--- config.mk ---
export PLATFORM = sky130hd
export DESIGN_NAME = decimal_scientific_number_parser_unit_flat
export DESIGN_NICKNAME = d
export VERILOG_FILES = /design/src/rtl/dsnp_pkg.sv /design/src/rtl/dsnp_char_if.sv /design/src/rtl/dsnp_result_if.sv /design/src/rtl/dsnp_step.sv /design/src/rtl/decimal_scientific_number_parser_unit.sv /design/src/flat_wrapper.sv
export SDC_FILE = /design/constraint.sdc
export NUM_CORES = 1
export LEC_CHECK = 0
export BUFFER_PORTS_ARGS = -buffer_cell sky130_fd_sc_hd__buf_4
export CAP_MARGIN = 20
export CORE_UTILIZATION = 55
export CTS_CLUSTER_SIZE = 14
export DETAILED_ROUTE_END_ITERATION = 12
export PLACE_DENSITY_LB_ADDON = 0.08
export SYNTH_ARGS = -nofsm -noshare
export SYNTH_HDL_FRONTEND = slang
export SYNTH_SLANG_ARGS = --single-unit
--- constraint.sdc ---
create_clock -name clk -period 10.5 [get_ports clk]
set_input_delay 2.1 -clock clk [delete_from_list [all_inputs] [get_ports clk]]
set_output_delay 2.1 -clock clk [all_outputs]
set_load 0.01 [all_outputs]
--- src/rtl/dsnp_pkg.sv ---
// Shared types and constants for the decimal scientific number parser.
`timescale 1ns / 1ps

package dsnp_pkg;

  // Number of mantissa digits kept before further digits are dropped.
  localparam int MANT_DIGITS = 19;
  // Saturation value of the exponent digits and of the dropped-digit count.
  localparam int EXP_LIMIT = 9999;
  // Magnitude bound of the result exponent.
  localparam int EXP_BOUND = (EXP_LIMIT + MANT_DIGITS > 16383) ? 16383
                                                               : EXP_LIMIT + MANT_DIGITS;

  localparam int MANT_W = 64;
  localparam int DEXP_W = 15;

  // ASCII codes the parser looks for.
  localparam logic [7:0] CH_ZERO  = 8'h30;
  localparam logic [7:0] CH_NINE  = 8'h39;
  localparam logic [7:0] CH_PLUS  = 8'h2B;
  localparam logic [7:0] CH_MINUS = 8'h2D;
  localparam logic [7:0] CH_POINT = 8'h2E;
  localparam logic [7:0] CH_E_LO  = 8'h65;
  localparam logic [7:0] CH_E_UP  = 8'h45;
  localparam logic [7:0] CH_SPACE = 8'h20;
  localparam logic [7:0] CH_TAB   = 8'h09;
  localparam logic [7:0] CH_CR    = 8'h0D;

  // Parse phases.
  typedef enum logic [2:0] {
    PH_WS    = 3'd0,
    PH_INT   = 3'd1,
    PH_FRAC  = 3'd2,
    PH_ESIGN = 3'd3,
    PH_EDIG  = 3'd4,
    PH_DONE  = 3'd5
  } phase_t;

  // Parser state carried from one item to the next.
  typedef struct packed {
    phase_t      phase;
    logic        sign_flag;
    logic [63:0] mant_acc;
    logic [4:0]  kept_digits;
    logic [4:0]  frac_kept;
    logic [14:0] int_dropped;
    logic [13:0] exp_acc;
    logic        exp_negative;
    logic        trunc_flag;
  } state_t;

  // Result of one string.
  typedef struct packed {
    logic              negative;
    logic [MANT_W-1:0] mantissa;
    logic [DEXP_W-1:0] dec_exponent;
    logic              truncated;
  } result_t;

  localparam state_t STATE_RESET = '{
    phase:        PH_WS,
    sign_flag:    1'b0,
    mant_acc:     64'd0,
    kept_digits:  5'd0,
    frac_kept:    5'd0,
    int_dropped:  15'd0,
    exp_acc:      14'd0,
    exp_negative: 1'b0,
    trunc_flag:   1'b0
  };

endpackage

--- src/rtl/dsnp_char_if.sv ---
// Handshake channel that carries one character item of the number string.
`timescale 1ns / 1ps

interface dsnp_char_if;
  logic       valid;
  logic       ready;
  logic [7:0] char_code;
  logic       end_of_string;

  modport source (output valid, output char_code, output end_of_string, input ready);
  modport sink (input valid, input char_code, input end_of_string, output ready);
endinterface

--- src/rtl/dsnp_result_if.sv ---
// Handshake channel that carries one parsed number item.
`timescale 1ns / 1ps

interface dsnp_result_if;
  logic        valid;
  logic        ready;
  logic        negative;
  logic [63:0] mantissa;
  logic [14:0] dec_exponent;
  logic        truncated;

  modport source (output valid, output negative, output mantissa, output dec_exponent,
                  output truncated, input ready);
  modport sink (input valid, input negative, input mantissa, input dec_exponent,
                input truncated, output ready);
endinterface

--- src/rtl/dsnp_step.sv ---
// Next-state logic of the parser for one character and the final result of a string.
`timescale 1ns / 1ps

module dsnp_step (
  input  dsnp_pkg::state_t  cur,
  input  logic [7:0]        char_code,
  output dsnp_pkg::state_t  nxt,
  output dsnp_pkg::result_t res
);
  import dsnp_pkg::*;

  localparam logic signed [16:0] BOUND_POS = 17'(EXP_BOUND);
  localparam logic signed [16:0] BOUND_NEG = -17'(EXP_BOUND);

  logic        is_digit;
  logic        is_space;
  logic        is_exp_mark;
  logic        is_sign;
  logic        is_point;
  logic [3:0]  digit;
  logic        mant_room;
  logic [63:0] mant_next;
  logic [17:0] exp_sum;
  logic        exp_sat;
  logic [13:0] exp_next;
  logic signed [16:0] e_mag;
  logic signed [16:0] e_signed;
  logic signed [16:0] e_sum;
  logic signed [16:0] e_clamped;
  logic        e_clip;

  // Character classes.
  assign is_digit    = (char_code >= CH_ZERO) && (char_code <= CH_NINE);
  assign is_space    = (char_code == CH_SPACE) || ((char_code >= CH_TAB) && (char_code <= CH_CR));
  assign is_exp_mark = (char_code == CH_E_LO) || (char_code == CH_E_UP);
  assign is_sign     = (char_code == CH_PLUS) || (char_code == CH_MINUS);
  assign is_point    = (char_code == CH_POINT);
  assign digit       = char_code[3:0];

  // Mantissa accumulate: times ten plus the new digit, as two shifts and adds.
  assign mant_room = cur.kept_digits < 5'(MANT_DIGITS);
  assign mant_next = {cur.mant_acc[60:0], 3'b000} + {cur.mant_acc[62:0], 1'b0}
                   + {60'd0, digit};

  // Exponent accumulate with saturation.
  assign exp_sum  = {1'b0, cur.exp_acc, 3'b000} + {3'b000, cur.exp_acc, 1'b0}
                  + {14'd0, digit};
  assign exp_sat  = exp_sum > 18'(EXP_LIMIT);
  assign exp_next = exp_sat ? 14'(EXP_LIMIT) : exp_sum[13:0];

  // One character applied to the state.
  always_comb begin
    nxt = cur;
    unique case (cur.phase)
      PH_WS: begin
        if (is_space) begin
          nxt.phase = PH_WS;
        end else if (is_sign) begin
          nxt.sign_flag = (char_code == CH_MINUS);
          nxt.phase     = PH_INT;
        end else if (is_digit) begin
          nxt.phase = PH_INT;
          if (mant_room) begin
            nxt.mant_acc    = mant_next;
            nxt.kept_digits = cur.kept_digits + 5'd1;
          end else begin
            nxt.trunc_flag = 1'b1;
            if (cur.int_dropped < 15'(EXP_LIMIT)) begin
              nxt.int_dropped = cur.int_dropped + 15'd1;
            end
          end
        end else if (is_point) begin
          nxt.phase = PH_FRAC;
        end else if (is_exp_mark) begin
          nxt.phase = PH_ESIGN;
        end else begin
          nxt.phase = PH_DONE;
        end
      end
      PH_INT: begin
        if (is_digit) begin
          if (mant_room) begin
            nxt.mant_acc    = mant_next;
            nxt.kept_digits = cur.kept_digits + 5'd1;
          end else begin
            nxt.trunc_flag = 1'b1;
            if (cur.int_dropped < 15'(EXP_LIMIT)) begin
              nxt.int_dropped = cur.int_dropped + 15'd1;
            end
          end
        end else if (is_point) begin
          nxt.phase = PH_FRAC;
        end else if (is_exp_mark) begin
          nxt.phase = PH_ESIGN;
        end else begin
          nxt.phase = PH_DONE;
        end
      end
      PH_FRAC: begin
        if (is_digit) begin
          if (mant_room) begin
            nxt.mant_acc    = mant_next;
            nxt.kept_digits = cur.kept_digits + 5'd1;
            nxt.frac_kept   = cur.frac_kept + 5'd1;
          end else begin
            nxt.trunc_flag = 1'b1;
          end
        end else if (is_exp_mark) begin
          nxt.phase = PH_ESIGN;
        end else begin
          nxt.phase = PH_DONE;
        end
      end
      PH_ESIGN: begin
        if (is_sign) begin
          nxt.exp_negative = (char_code == CH_MINUS);
          nxt.phase        = PH_EDIG;
        end else if (is_digit) begin
          nxt.exp_acc    = exp_next;
          nxt.trunc_flag = cur.trunc_flag | exp_sat;
          nxt.phase      = PH_EDIG;
        end else begin
          nxt.phase = PH_DONE;
        end
      end
      PH_EDIG: begin
        if (is_digit) begin
          nxt.exp_acc    = exp_next;
          nxt.trunc_flag = cur.trunc_flag | exp_sat;
        end else begin
          nxt.phase = PH_DONE;
        end
      end
      default: begin
        nxt.phase = PH_DONE;
      end
    endcase
  end

  // Result exponent: signed exponent less fraction digits plus dropped digits, clamped.
  assign e_mag    = $signed({3'b000, cur.exp_acc});
  assign e_signed = cur.exp_negative ? -e_mag : e_mag;
  assign e_sum    = e_signed - $signed({12'd0, cur.frac_kept}) + $signed({2'b00, cur.int_dropped});

  always_comb begin
    e_clamped = e_sum;
    e_clip    = 1'b0;
    if (e_sum > BOUND_POS) begin
      e_clamped = BOUND_POS;
      e_clip    = 1'b1;
    end else if (e_sum < BOUND_NEG) begin
      e_clamped = BOUND_NEG;
      e_clip    = 1'b1;
    end
  end

  assign res.negative     = cur.sign_flag;
  assign res.mantissa     = cur.mant_acc;
  assign res.dec_exponent = e_clamped[DEXP_W-1:0];
  assign res.truncated    = cur.trunc_flag | e_clip;

endmodule

--- src/rtl/decimal_scientific_number_parser_unit.sv ---
// Top level of the decimal scientific number parser: input stage, parser state, result register.
//
// The chars channel carries a number string one character item at a time; an item
// with end_of_string set closes the string, and its char_code is ignored. For each
// end item the results channel delivers one item: the sign, the kept decimal digits
// as an unsigned mantissa, the power-of-ten exponent and a truncation flag. Character
// items produce no result. After an end item the parser starts over for the next string.
// Every item is registered in an input stage at acceptance and applied to the parser
// state when it moves on from there. A result is registered in the output register
// when its end item moves on, and stays until it is taken.
// Throughput is one item per cycle unless an end item waits for the output register; each
// character takes the single multiply-by-ten-and-add step from input stage to state registers.
// When the receiver stalls, character items keep flowing; an end item waits in the
// input stage while an untaken result occupies the output register, and chars.ready
// then drops until the result is taken.
// A synchronous reset empties both registers and returns the parser to the
// leading white space phase; chars.ready is high in the cycle after reset.
`timescale 1ns / 1ps

module decimal_scientific_number_parser_unit (
  input logic          clk,
  input logic          rst,
  dsnp_char_if.sink    chars,
  dsnp_result_if.source results
);
  import dsnp_pkg::*;

  logic       stage_valid;
  logic [7:0] stage_char;
  logic       stage_eos;
  state_t     state;
  state_t     state_next;
  result_t    res_next;
  result_t    res;
  logic       out_valid;
  logic       out_free;
  logic       stage_fire;

  dsnp_step u_step (
    .cur       (state),
    .char_code (stage_char),
    .nxt       (state_next),
    .res       (res_next)
  );

  // Handshake: an end item may move on only if the output register is free.
  assign out_free   = !out_valid || results.ready;
  assign stage_fire = stage_valid && (!stage_eos || out_free);
  assign chars.ready = !stage_valid || stage_fire;

  // Control registers and parser state.
  always_ff @(posedge clk) begin
    if (rst) begin
      stage_valid <= 1'b0;
      out_valid   <= 1'b0;
      state       <= STATE_RESET;
    end else begin
      if (chars.ready) begin
        stage_valid <= chars.valid;
      end
      if (stage_fire) begin
        state <= stage_eos ? STATE_RESET : state_next;
      end
      if (stage_fire && stage_eos) begin
        out_valid <= 1'b1;
      end else if (results.ready) begin
        out_valid <= 1'b0;
      end
    end
  end

  // Payload registers.
  always_ff @(posedge clk) begin
    if (chars.valid && chars.ready) begin
      stage_char <= chars.char_code;
      stage_eos  <= chars.end_of_string;
    end
    if (stage_fire && stage_eos) begin
      res <= res_next;
    end
  end

  assign results.valid        = out_valid;
  assign results.negative     = res.negative;
  assign results.mantissa     = res.mantissa;
  assign results.dec_exponent = res.dec_exponent;
  assign results.truncated    = res.truncated;

  // An end item that moves on leaves the parser in its reset state.
  a_clear_after_end: assert property (@(posedge clk) disable iff (rst)
    stage_fire && stage_eos |=> state == STATE_RESET)
    else $error("parser state not cleared after an end item");

  // An end item must not pass while an untaken result sits in the output register.
  a_no_overwrite: assert property (@(posedge clk) disable iff (rst)
    stage_valid && stage_eos && out_valid && !results.ready |-> !chars.ready && !stage_fire)
    else $error("result register would be overwritten");

  // The digit counters stay within the kept-digit budget.
  a_digit_budget: assert property (@(posedge clk) disable iff (rst)
    state.kept_digits <= 5'(MANT_DIGITS) && state.frac_kept <= state.kept_digits)
    else $error("digit counters out of range");

  // Exponent accumulator and dropped-digit count saturate.
  a_exp_sat: assert property (@(posedge clk) disable iff (rst)
    state.exp_acc <= 14'(EXP_LIMIT) && state.int_dropped <= 15'(EXP_LIMIT))
    else $error("exponent counters above saturation value");

  // A result appears only in the cycle after an end item moves on.
  a_result_timing: assert property (@(posedge clk) disable iff (rst)
    $rose(out_valid) |-> $past(stage_fire && stage_eos))
    else $error("result shown without an end item");

endmodule
--- src/flat_wrapper.sv ---
// flat-port wrapper written by rule: the top's interface ports become plain ports
module decimal_scientific_number_parser_unit_flat import dsnp_pkg::*;
  (clk, rst, chars_valid, chars_char_code, chars_end_of_string, chars_ready, results_valid, results_negative, results_mantissa, results_dec_exponent, results_truncated, results_ready);
  dsnp_char_if chars_i ();
  dsnp_result_if results_i ();
  input logic clk;
  input logic rst;
  input wire logic [$bits(chars_i.valid)-1:0] chars_valid;
  input wire logic [$bits(chars_i.char_code)-1:0] chars_char_code;
  input wire logic [$bits(chars_i.end_of_string)-1:0] chars_end_of_string;
  output wire logic [$bits(chars_i.ready)-1:0] chars_ready;
  output wire logic [$bits(results_i.valid)-1:0] results_valid;
  output wire logic [$bits(results_i.negative)-1:0] results_negative;
  output wire logic [$bits(results_i.mantissa)-1:0] results_mantissa;
  output wire logic [$bits(results_i.dec_exponent)-1:0] results_dec_exponent;
  output wire logic [$bits(results_i.truncated)-1:0] results_truncated;
  input wire logic [$bits(results_i.ready)-1:0] results_ready;
  assign chars_i.valid = chars_valid;
  assign chars_i.char_code = chars_char_code;
  assign chars_i.end_of_string = chars_end_of_string;
  assign chars_ready = chars_i.ready;
  assign results_valid = results_i.valid;
  assign results_negative = results_i.negative;
  assign results_mantissa = results_i.mantissa;
  assign results_dec_exponent = results_i.dec_exponent;
  assign results_truncated = results_i.truncated;
  assign results_i.ready = results_ready;
  decimal_scientific_number_parser_unit u_core (.clk(clk), .rst(rst), .chars(chars_i), .results(results_i));
endmodule
==> impl_metrics.py, run 1 <==
metrics = {
    "outcome": {
        "status": "completed",
    },
    "pwr": {
        "p_total_w": 0.001757,
        "p_leak_nw": 6.686,
        "max-vdd-ir-drop_uv": 117.5,
        "power.density_nw_per_um2": 116.4,
    },
    "timing": {
        "report.final.slew_viol_count": 0,
        "clock_skew_ns": 0.007505,
        "fin_crit_sh": 0.4762,
        "fmax_mhz": 200.0,
        "layout_min_cycle_time_ns": 5.000,
        "rsz0062_at_grt": "no",
        "slew_headroom": 0.3584,
        "finalSetupViolations": 0,
        "finalHoldViolCount": 0,
        "worstMarginPinSlew_ns": 0.9604,
        "fin_tns_setup_ns": 0,
        "timing.hold.ws_ns": 0.4707,
    },
    "floorplanning": {
        "start_util": 0.5650,
        "die_area_um2": 24880,
        "rows": 56,
        "pin_count": 96,
        "core_um2": 23610,
        "die_w_um": 157.7,
        "die_h_um": 157.7,
    },
    "synth": {
        "syn_area_per_cell_um2": 9.213,
        "ys_ff_latch": 201,
        "synthCells": 1448,
        "synth.area.top_cells": "edfxtp_1 (20%), ha_1 (17%), dfxtp_1 (17%), a21oi_1 (5.1%), xnor2_1 (4.7%)",
        "synth_top_area_cell": "edfxtp_1",
        "synth_seq_area_share": 0.3692,
        "async_flop_share": 0,
        "synth_top_area_share": 0.2026,
        "ys_top_cells_by_count": "ha_1 (180), a21oi_1 (136), nor2_1 (135), nand2_1 (114), dfxtp_1 (111)",
        "synth_cell_types": 67,
        "syn_area_um2": 13340,
        "synth_nets": 1650,
        "synth_top_flop_cell": "dfxtp_1",
        "ys_warn_count": 0,
        "yosysMostFrequentCell": "ha_1",
        "synth_edf_count": 90,
    },
    "global_route": {
        "grt_usage": 0.2447,
        "grt_remaining_overflow": 0,
        "first_global_vias": 10315,
        "grt_pass1_wl_um": 49860,
        "grt_max_degree": 62,
        "antenna_found_initial": 0,
    },
    "clock_network": {
        "cts-buffers-inserted": 22,
        "insertion_delay_ns": 0.51,
        "postCtsHoldBufs": 0,
        "cts_setup_buffers": 0,
        "htree_levels": 1,
        "cts_resized": 0,
        "cts.sinks": 201,
        "cts_tree": "done",
        "ctsRootBufferMaster": "clkbuf_16",
        "cts_buffer_depth": 3,
        "clk_pin_slew_ns": 0.06,
    },
    "finish": {
        "syn2layout_area_growth_pct": 13.12,
        "antennaDiodeCount": 0,
        "nNetsFinal": 1728,
        "drive_above_1_share": 0.09533,
    },
    "route": {
        "drt_wl_total_um": 29890,
        "route.antenna.remaining_nets": 0,
        "dr.pass1.iters": 5,
        "wl_per_cell_um": 16.06,
        "viasPerCell": 5.772,
        "drc": 0,
        "dr_total_vias": 10741,
        "drtIter0Drc": 472,
    },
    "worst_setup_path": {
        "start_kind": "flip-flop",
        "endpoint_kind": "flip-flop",
        "crit_fanout": 8,
        "crit_required_ns": 10.73,
        "critPathArrivalTime_ns": 5.23,
        "critPathKind": "flip-flop to flip-flop",
    },
    "place": {
        "hpwl_um": 22160,
        "numPortBuffers": 95,
        "place.gp.congestion": 0.8937,
    },
    "worst_hold_path": {
        "min_path_type": "flip-flop to flip-flop",
    },
    "run": {
        "drv_cap": 0,
    },
}
==> flip-flops by register name (all words and copies together) (netlist names) <==
signal	flops
u_core.stage_eos	1
u_core.results.truncated	1
u_core.state	109
u_core.stage_valid	1
u_core.stage_char	8
u_core.results.dec_exponent	15
u_core.results.negative	1
u_core.results.valid	1
u_core.results.mantissa	64
==> worst max-delay path: stages, from the launching register on <==
cell,delay [ns]
dfxtp_1,0.51
inv_1,0.10
ha_1,0.30
nand2_1,0.06
o21ai_0,0.11
fa_1,0.51
fa_1,0.48
a21o_1,0.20
a21oi_1,0.26
o21a_1,0.15
o21ai_1,0.10
a21o_1,0.20
a211oi_1,0.30
o31ai_1,0.16
a21o_1,0.20
a21oi_1,0.17
xnor2_1,0.28
nor2b_1,0.47
o21ai_0,0.15
==> placed cells by master, fill, tap and decap left out, drive strengths merged, types with 18 or more instances in the layout <==
master and count:
a21o 29, a21oi 137, a22oi 25, buf 102
clkbuf 36, dfxtp 111, edfxtp 90, ha 180
inv 78, nand2 114, nand4 21, nor2 136
nor2b 18, nor3 30, o21ai 89, o21bai 18
xnor2 72, xor2 37
==> worst paths after layout <==
kind	from	end	slack (ns)	cells after the start
max	u_core.state[2]	u_core.results.dec_exponent[2]	5.50	18
min	u_core.state[40]	u_core.state[40]	0.47	2
max reg2reg	u_core.state[2]	u_core.results.dec_exponent[2]	5.50	18
min reg2reg	u_core.state[40]	u_core.state[40]	0.47	2
==> cell families after synthesis <==
kind of cell,synth area share
AOI/OAI and AO/OA,0.1927
xor gates and xnor gates,0.07156
adders and majority gates,0.1823
buffers and inverters,0.03630
DFF,0.3692
muxes,0.003752
and+or+nand+nor,0.1442
==> metrics by stage <==
stage | worst slack, ns | instance area (um2) | cells | util
after global routing | 5.109 | 15090 | 1861 | 0.6391
final | 5.500 | 15090 | 1861 | 0.6391
after floorplan | 5.936 | 13340 | 1448 | -
after global placement | 5.697 | 14300 | 1818 | 0.6058
after detailed placement | 5.505 | 14330 | 1819 | 0.6069
after CTS | 5.503 | 15070 | 1859 | 0.6381
==> power breakdown <==
part	switching [W]	total, W	internal (W)	leakage (nW)
sequential	0.00000942	0.000843	0.000834	1.78
clock	0.000301	0.000782	0.000481	0.360
combinational	0.0000780	0.000132	0.0000537	4.55
==> routing by layer <==
layer | share of wire | track usage | routed length (um) | up-vias
met5 | 0 | 0 | 0 | -
met4 | 0.011 | 0.04808 | 326 | 0
met3 | 0.039 | 0.02956 | 1158 | 24
met2 | 0.46 | 0.4099 | 13800 | 202
met1 | 0.49 | 0.3388 | 14600 | 5077
li1 | - | - | - | 5438
==> area by class of cell <==
class                   count  area [um2]
repair buffers            102       793.3
multi-input cells        1120        7939
flip-flops and latches    201        4925
inverters                  79       297.8
well taps                 319       399.1
fillers                  1994        8522
clock buffers              36       668.1
clock inverters             4       68.82
Note: power is estimated with default switching activity, not from simulation.
==> run 2: changes to the inputs <==
==> constraint.sdc (replaced) <==
create_clock -name clk -period 5 [get_ports clk]
set_input_delay 1 -clock clk [delete_from_list [all_inputs] [get_ports clk]]
set_output_delay 1 -clock clk [all_outputs]
set_load 0.01 [all_outputs]
==> run 2 against run 1 <==
  * Routed wire length fell by 0.48%
  * Clock power increased by 100%
  * Design area fell by 0.15%
  * Final cell count up 0.16%
  * First-iteration DRC count up 10%
  * Flip-flop and latch count stayed put
  * Critical endpoint is now u_core.results.dec_exponent[1]
==> impl_metrics.py, run 2 (synthesized netlist as in run 1, its figures left out) <==
metrics = {
    "worst_setup_path": {
        "critPathArrivalTime_ns": 4.97,
        "crit_required_ns": 5.26,
        "critPathKind": "flip-flop to flip-flop",
        "rr_worst_depth": 18,
        "crit_fanout": 7,
        "start_kind": "flip-flop",
        "endpoint_kind": "flip-flop",
    },
    "place": {
        "place_area_um2": 14320,
        "numPortBuffers": 95,
        "place.gp.congestion": 0.8848,
        "hpwl_um": 22050,
    },
    "finish": {
        "syn2layout_area_growth_pct": 12.95,
        "antennaDiodeCount": 0,
        "finalCoreUtilization": 0.6381,
        "mostFrequentLayoutCells": "ha_1 (180), a21oi_1 (135), nor2_1 (133)",
        "largest_reg_flops": 109,
        "regMostFlops": "u_core.state",
        "nFillCells": 1980,
        "final_common_cell": "ha_1",
        "drive_above_1_share": 0.09968,
        "nNetsFinal": 1730,
        "final_area_um2": 15070,
    },
    "timing": {
        "report.final.slew_viol_count": 0,
        "clock_skew_ns": 0.02291,
        "slew_headroom": 0.2823,
        "finalSetupViolations": 0,
        "fmax_mhz": 212.5,
        "fin_crit_sh": 0.9410,
        "finalHoldViolCount": 0,
        "layout_min_cycle_time_ns": 4.705,
        "worstMarginPinSlew_ns": 1.072,
    },
    "global_route": {
        "grt_max_degree": 58,
        "grt_pass1_wl_um": 49840,
        "grt_remaining_overflow": 0,
        "first_global_vias": 10211,
        "grt_usage": 0.2454,
        "antenna_found_initial": 0,
    },
    "clock_network": {
        "cts_setup_buffers": 0,
        "cts_tree": "done",
        "insertion_delay_ns": 0.53,
        "ctsRootBufferMaster": "clkbuf_16",
        "clk_pin_slew_ns": 0.06,
        "cts_buffer_depth": 3,
        "htree_levels": 1,
        "cts.sinks": 201,
        "cts-buffers-inserted": 23,
    },
    "outcome": {
        "status": "completed",
    },
    "floorplanning": {
        "die_area_um2": 24880,
        "start_util": 0.5650,
        "rows": 56,
        "die_h_um": 157.7,
        "core_um2": 23610,
        "pin_count": 96,
        "die_w_um": 157.7,
    },
    "pwr": {
        "max-vdd-ir-drop_uv": 217.2,
        "p_leak_nw": 6.672,
        "power.density_nw_per_um2": 241.5,
    },
    "route": {
        "drc": 0,
        "drtIter0Drc": 521,
        "dr_total_vias": 10711,
        "viasPerCell": 5.746,
        "drt_wl_total_um": 29740,
        "route.antenna.remaining_nets": 0,
        "wl_per_cell_um": 15.96,
        "dr.pass1.iters": 7,
    },
    "run": {
        "drv_cap": 0,
    },
    "worst_hold_path": {
        "hold_depth": 2,
        "min_path_type": "flip-flop to flip-flop",
    },
}
## run 2: changes by cell type in the layout (fill, tap and decap cells not counted), sizes merged
cell and delta:
clkinv +6, inv +1, clkinvlp +3, bufinv -1, clkbuf -7, buf +1
## run 2: metrics by stage
| step | total power [W] | worst slack, ns | instances | hold slack [ns] | TNS, ns |
|---|---|---|---|---|---|
| CTS | 0.003663 | 0.1147 | 1862 | 0.4751 | 0 |
| floorplan | 0.001996 | 0.5750 | 1448 | 0.4086 | 0 |
| global route | 0.003778 | -0.0007634 | 1864 | 0.4777 | -0.0007634 |
| global placement | 0.002074 | 0.2565 | 1820 | 0.4537 | 0 |
| finish | 0.003640 | 0.2950 | 1864 | 0.4734 | 0 |
| detailed placement | 0.002080 | 0.1195 | 1820 | 0.4556 | 0 |
## run 2: final timing paths
path                                        from                             end  slack, ns
worst max register to register   u_core.state[3]  u_core.results.dec_exponent[1]       0.30
worst max-delay path             u_core.state[3]  u_core.results.dec_exponent[1]       0.30
worst min register to register  u_core.state[40]                u_core.state[40]       0.47
worst min-delay path            u_core.state[40]                u_core.state[40]       0.47
## run 2: worst max-delay path: stages (launching register included)
cell      delay [ns]
dfxtp_1         0.45
inv_1           0.09
ha_1            0.28
nand2_1         0.04
o21ai_0         0.13
fa_1            0.51
fa_1            0.47
a21o_1          0.20
a21oi_2         0.20
o21a_1          0.13
o21ai_1         0.10
a21o_1          0.21
a211oi_1        0.29
o31ai_1         0.16
xor2_1          0.17
or2_2           0.34
nor2_1          0.23
mux2i_1         0.15
or2_2           0.29
## run 2: cell type report
cell class              count  area, um2  area share
flip-flops and latches    201       4925      0.3268
repair buffers            103      788.3     0.05231
clock inverters            13      102.6    0.006809
multi-input cells        1120       7958      0.5281
clock buffers              29      598.1     0.03969
well taps                 319      399.1     0.02649
inverters                  79      297.8     0.01976
## run 2: metal layers
metal	routed length, um	up-vias	track usage
met5	0	-	0
li1	-	5445	-
met2	13440	191	0.4007
met4	595	0	0.06657
met1	14540	5032	0.3416
met3	1169	43	0.02984
## run 2: what timing repair did
item | 4_1_cts | 5_1_grt
setup endpoints to repair | 0 | 13
resized for setup | 0 | 5
hold buffers | 0 | 0
## run 2: power breakdown
group          switching (W)  total [W]  leakage [nW]  internal, W
registers          0.0000193    0.00177          1.78      0.00175
clock network       0.000682    0.00158         0.336     0.000903
logic               0.000169   0.000284          4.56     0.000116
